<file path="config.mk">
export PLATFORM = sky130hd
export DESIGN_NAME = fbs_ctrl
export DESIGN_NICKNAME = d
export VERILOG_FILES = /design/src/sv/fbs_pkg.sv /design/src/sv/fbs_ctrl.sv
export SDC_FILE = /design/constraint.sdc
export NUM_CORES = 1
export LEC_CHECK = 0
export ABC_CLOCK_PERIOD_IN_PS = 800
export BUFFER_PORTS_ARGS = -buffer_cell sky130_fd_sc_hd__buf_2
export CELL_PAD_IN_SITES_DETAIL_PLACEMENT = 0
export CELL_PAD_IN_SITES_GLOBAL_PLACEMENT = 1
export CORE_AREA = 2 2 39 41
export CTS_CLUSTER_DIAMETER = 80
export DETAILED_ROUTE_END_ITERATION = 10
export DIE_AREA = 0 0 41 43
export PLACE_DENSITY_LB_ADDON = 0.1
export SYNTH_ARGS = -nofsm -noshare
export SYNTH_HDL_FRONTEND = slang
export SYNTH_SLANG_ARGS = --single-unit
</file>
<file path="constraint.sdc">
create_clock -name clk -period 0.8 [get_ports clk]
set_input_delay 0.12 -clock clk [delete_from_list [all_inputs] [get_ports clk]]
set_output_delay 0.12 -clock clk [all_outputs]
set_load 0.03 [all_outputs]
</file>
<file path="src/sv/fbs_pkg.sv">
package fbs_pkg;

	localparam int WORD_BITS  = 32;
	localparam int INDEX_BITS = 32;
	localparam int OUT_BITS   = 32;
	// a negative index is loaded as zero, so the sign bit is not walked
	localparam int N_BITS     = INDEX_BITS - 1;

	typedef logic [WORD_BITS-1:0] word_t;
	typedef logic [N_BITS-1:0]    nbits_t;

	typedef enum logic [1:0] {
		ST_IDLE,
		ST_MUL,
		ST_ADD,
		ST_FIN
	} state_t;

	typedef struct packed {
		logic load;
		logic mul_en;
		logic add_en;
		logic out_load;
	} cmd_t;

	typedef struct packed {
		logic last;
	} status_t;

endpackage

</file>
<file path="src/sv/fbs_ctrl.sv">
module fbs_ctrl (
	input  logic             clk,
	input  logic             arst_n,
	input  logic             index_valid,
	output logic             index_stall,
	output logic             result_valid,
	input  logic             result_stall,
	input  fbs_pkg::status_t status,
	output fbs_pkg::cmd_t    cmd
);
	import fbs_pkg::*;

	state_t state_q, state_d;
	logic   result_valid_q;

	always_comb begin
		state_d = state_q;
		case (state_q)
			ST_IDLE: begin
				if (index_valid) state_d = ST_MUL;
			end
			ST_MUL: begin
				state_d = ST_ADD;
			end
			ST_ADD: begin
				state_d = status.last ? ST_FIN : ST_MUL;
			end
			ST_FIN: begin
				if (!result_valid_q || !result_stall) state_d = ST_IDLE;
			end
			default: begin
				state_d = ST_IDLE;
			end
		endcase
	end

	always_comb begin
		index_stall  = (state_q != ST_IDLE);
		cmd.load     = (state_q == ST_IDLE) && index_valid;
		cmd.mul_en   = (state_q == ST_MUL);
		cmd.add_en   = (state_q == ST_ADD);
		// output slot is free when empty or being taken this cycle
		cmd.out_load = (state_q == ST_FIN) && (!result_valid_q || !result_stall);
	end

	always_ff @(posedge clk or negedge arst_n) begin
		if (!arst_n) begin
			state_q        <= ST_IDLE;
			result_valid_q <= 1'b0;
		end else begin
			state_q <= state_d;
			if (cmd.out_load) begin
				result_valid_q <= 1'b1;
			end else if (!result_stall) begin
				result_valid_q <= 1'b0;
			end
		end
	end

	assign result_valid = result_valid_q;

`ifndef ASSERT_OFF
	a_accept_starts: assert property (@(posedge clk) disable iff (!arst_n)
		(index_valid && !index_stall) |=> (state_q == ST_MUL))
		else $error("accepted item did not start the multiply phase");

	a_mul_then_add: assert property (@(posedge clk) disable iff (!arst_n)
		(state_q == ST_MUL) |=> (state_q == ST_ADD))
		else $error("multiply phase not followed by add phase");

	a_no_overwrite: assert property (@(posedge clk) disable iff (!arst_n)
		cmd.out_load |-> (!result_valid_q || !result_stall))
		else $error("result register overwritten while stalled");

	a_valid_from_fin: assert property (@(posedge clk) disable iff (!arst_n)
		$rose(result_valid_q) |-> $past(state_q == ST_FIN))
		else $error("result valid raised outside the finish state");
`endif

endmodule

</file>
After elaboration in Yosys (flattened, before gate mapping)

Cells that the tools add are included.
W data, S select, Z words.

Output and inout bits: 6
Bits in registers: 3

Reductions and logical operators: 8
Equal/unequal tests: 6
Multiplexer cells: 6

Operator list:

| operator             | count |
|---|---|
| $pmux W2 S4          | 1 |
| $mux W2              | 3 |
| $eq A2 B2 Y1 const B | 2 |
| $ne A2 B1 Y1 const B | 2 |
| $eq A2 B1 Y1 const B | 1 |
| $logic_and A1 B1 Y1  | 2 |
| $logic_not A1 Y1     | 2 |
| $logic_not A2 Y1     | 1 |
| $mux W1              | 2 |
| $ne A2 B2 Y1 const B | 1 |
| $reduce_and A2 Y1    | 1 |
| $reduce_bool A2 Y1   | 1 |
| $logic_or A1 B1 Y1   | 1 |

Logic depth before layout (Yosys ltp)

Depth in word-level cells: 4
Depth in mapped cells: 2

Worst setup path after synthesis

OpenSTA, ideal clock, no wires.

Path type: register to output
From: register result_valid_q (netlist: result_valid)
To: output cmd[0] (netlist bit)
Data required time: 0.680 ns
Arrival time: 1.031 ns
Buffers on the path: 0
Stages on the path, launching flop included: 2
Slack: -0.351 ns
Cells stage by stage: dfrtp_1 -> a21oi_1

RTL lines:

| item                   | line           | text |
|---|---|---|
| from (decl)            | fbs_ctrl.sv:14 | `logic result_valid_q;` |
| from (signal assigned) | fbs_ctrl.sv:49 | `result_valid_q <= 1'b0;` |
| from (signal assigned) | fbs_ctrl.sv:53 | `result_valid_q <= 1'b1;` |
| from (signal assigned) | fbs_ctrl.sv:55 | `result_valid_q <= 1'b0;` |
| to (decl)              | fbs_ctrl.sv:9  | `output fbs_pkg::cmd_t cmd` |

==> impl_metrics.toml <==
[drt]
drt_drc_violations_left = 0
m1WireLength_um = 177
drt_first_pass_iters = 2
dr.max_layer_used = "met4"
vias_per_cell = 3.56
ant_nets = 0
drt-total-wl_um = 511
drtIter0Drc = 5
dr_wl_met3_um = 50
vias = 203
wl_per_cell_um = 8.96
wl_met2_um = 260

[global_routing]
antenna_found_initial = 0
grt_pass1_wl_um = 683
grt_max_degree = 7
grt_pass1_vias = 182
grt_overflow_total = 0
grtUsageTotal_pct = 6.65

[timing]
rsz0062_at_grt = "true"
slew_headroom_pct = 87.0
period_needed_ns = 1.24
skew_ns = 0.00342
finalMaxSlewViolations = 0
fmax_mhz = 807
finalCritPeriodShare_pct = 155
hold_viol_final = 0
tightest_slew_ns = 0.195
final.setup.tns_ns = -2.60
layout_setup_ws_ns = -0.439
setup_viol_count_final = 8

[synth]
ys_warn_count = 0
synth-async-reset-ratio_pct = 100
synth-edff-count = 0
synth.yosys.seq_area_share_pct = 49.2
ys_seq_elements = 3
yosysTopAreaCell = "dfrtp_1"
synth_top_family_by_area = "simple AND/OR/NAND/NOR gates"
synth_area_leaders = "dfrtp_1, and2b_2, a21oi_1"
netlist_top_cells_count = "a21oi_1, dfrtp_1, nand2_1"
syn_area_per_cell_um2 = 8.98
synth_fp_nets = 22
synth_cells = 17
synth_area_um2 = 153
synthMuxAreaShare_pct = 0
yosys.area_share.simple_pct = 34.4
synth_fa_ha_area_share_pct = 0
synth_cell_types = 10
synth_compound_area_share_pct = 13.9
yosysTopAreaCellShare_pct = 49.2
ys.flop_type = "dfrtp_1"
synthXorXnorAreaFrac_pct = 0

[setup_path]
critPathArrivalTime_ns = 1.12
reg2reg_to = "state_q[0]"
critPathKind = "reg -> out"
end_kind = "output port"
critPathLaunch = "state_q[0]"
r2r-start = "state_q[1]"
r2r_cells = 5
crit_path_end = "cmd[3]"
cp.required_ns = 0.68
cp-start-kind = "register"
path_max_fanout = 6
reg2reg_slack_ns = -0.25

[cts]
cts_tree = "built"
cts.root.buffer_cell = "clkbuf_4"
clock_sinks = 3
htree_levels = 1
cts.clk_slew.worst_paths_ns = 0.04
clock_latency_ns = 0.24
cts_inserted_buffers = 3
clock_path_buffers = 2

[floorplanning]
core_area_um2 = 1380
die_area_um2 = 1760
die_h_um = 43
die_x_um = 41
start_util_pct = 11.0
rows = 14
io_pins = 11

[placement]
placed_area_um2 = 255
io_buffers = 10
dp.cells = 46
dp_hpwl_um = 324
routabilityCongestion = 0.614

[cells_and_area]
drive_gt1_share_pct = 75.6
syn_to_final_growth_pct = 151
fin_util_pct = 27.7
finalNonFillerCells = 57
antennaDiodeCount = 0
design_area_um2 = 383
nets = 47
fillCellCount = 167

[power_and_ir_drop]
power.switching_uw = 792
vdd_drop_max_mv = 1.19
pwr-share-seq_pct = 17.0
p_leak_nw = 0.189
power.internal_mw = 1.11
clock_power_share_pct = 14.8
power_density_nw_per_um2 = 4960
finalPower_mw = 1.90
switching_share_pct = 41.7
p_comb_share_pct = 68.2

[outcome]
violations = "setup timing"
status = "finished, violations left"

[run]
cap_violations = 0

[worst_hold_path]
hold_class = "in -> reg"
==> cell usage in the layout (no fill, tap or decap) <==
master | Yosys | routed
nor2_1 | 1 | 1
nand2_2 | 0 | 2
dlygate4sd3_1 | 0 | 1
clkbuf_4 | 0 | 3
a21oi_2 | 0 | 1
clkbuf_1 | 0 | 1
nand2_1 | 3 | 1
and2b_2 | 2 | 2
dfrtp_1 | 3 | 2
buf_6 | 0 | 6
buf_4 | 0 | 8
dfrtp_2 | 0 | 1
a31oi_2 | 0 | 1
inv_1 | 1 | 1
a21oi_1 | 3 | 2
nand3_1 | 1 | 1
buf_2 | 0 | 5
or2_4 | 1 | 1
nor2_4 | 0 | 1
==> per-stage QoR <==
| step | setup WS (ns) | hold slack [ns] |
|---|---|---|
| after CTS | -0.446 | 0.147 |
| final | -0.439 | 0.154 |
| after global placement | -0.266 | -0.0798 |
| after detailed placement | -0.256 | -0.0799 |
| after floorplan | -0.232 | -0.176 |
| after global routing | -0.482 | 0.163 |
==> power by group through the flow <==
| stage | clock (mW) | sequential, mW | combinational (mW) |
|---|---|---|---|
| after floorplan | 0 | 0.376 | 0.490 |
| after global routing | 0.294 | 0.341 | 1.39 |
| final | 0.281 | 0.322 | 1.29 |
| after detailed placement | 0 | 0.337 | 0.828 |
| after global placement | 0 | 0.343 | 0.842 |
| after CTS | 0.288 | 0.323 | 1.20 |
==> worst max-delay path: stages (launching register included) <==
cell	delay, ns
dfrtp_1	0.41
or2_4	0.26
nor2_4	0.08
buf_6	0.13
==> how the worst min path moves through the flow <==
| stage | startpoint | endpoint | cells after the start |
|---|---|---|---|
| finish | index_valid | state_q[0] | 3 |
| global route | index_valid | state_q[0] | 3 |
| floorplan | arst_n | result_valid | 0 |
| detailed placement | arst_n | state_q[1] | 1 |
| global placement | arst_n | state_q[1] | 1 |
| CTS | result_stall | result_valid | 3 |
==> cells by family after synthesis <==
| group | after synthesis |
|---|---|
| and+or+nand+nor | 9 |
| AOI/OAI and AO/OA | 4 |
| buffers and inverters | 1 |
| DFF | 3 |
==> sequential cells by signal (all words and copies together) (netlist names) <==
| name | flops |
|---|---|
| result_valid | 1 |
| state_q | 2 |
==> layout make-up <==
cell class | instances | area (um^2) | share of cell area [%]
multi-input combinational | 13 | 93.8 | 24.5
sequential | 3 | 76.3 | 19.9
timing repair buffer | 20 | 163 | 42.5
clock buffer | 4 | 26.3 | 6.86
inverter | 1 | 3.75 | 0.980
tap | 16 | 20.0 | 5.23
==> per-layer routing <==
| layer | GRT usage (%) | up-vias |
|---|---|---|
| li1 | - | 105 |
| met1 | 6.49 | 87 |
| met2 | 8.75 | 9 |
| met3 | 3.14 | 2 |
| met4 | 8.00 | 0 |
| met5 | 0 | - |
==> repair_timing <==
| action | CTS | global route |
|---|---|---|
| hold buffers | 1 | 0 |
| setup endpoints to repair | 8 | 9 |
| gates resized for setup | 11 | 3 |
| setup buffers | 5 | 1 |
| endpoints found under the hold margin | 3 | 0 |
| pin swaps | 2 | 0 |
No activity file was read; power rests on OpenSTA's default activity.
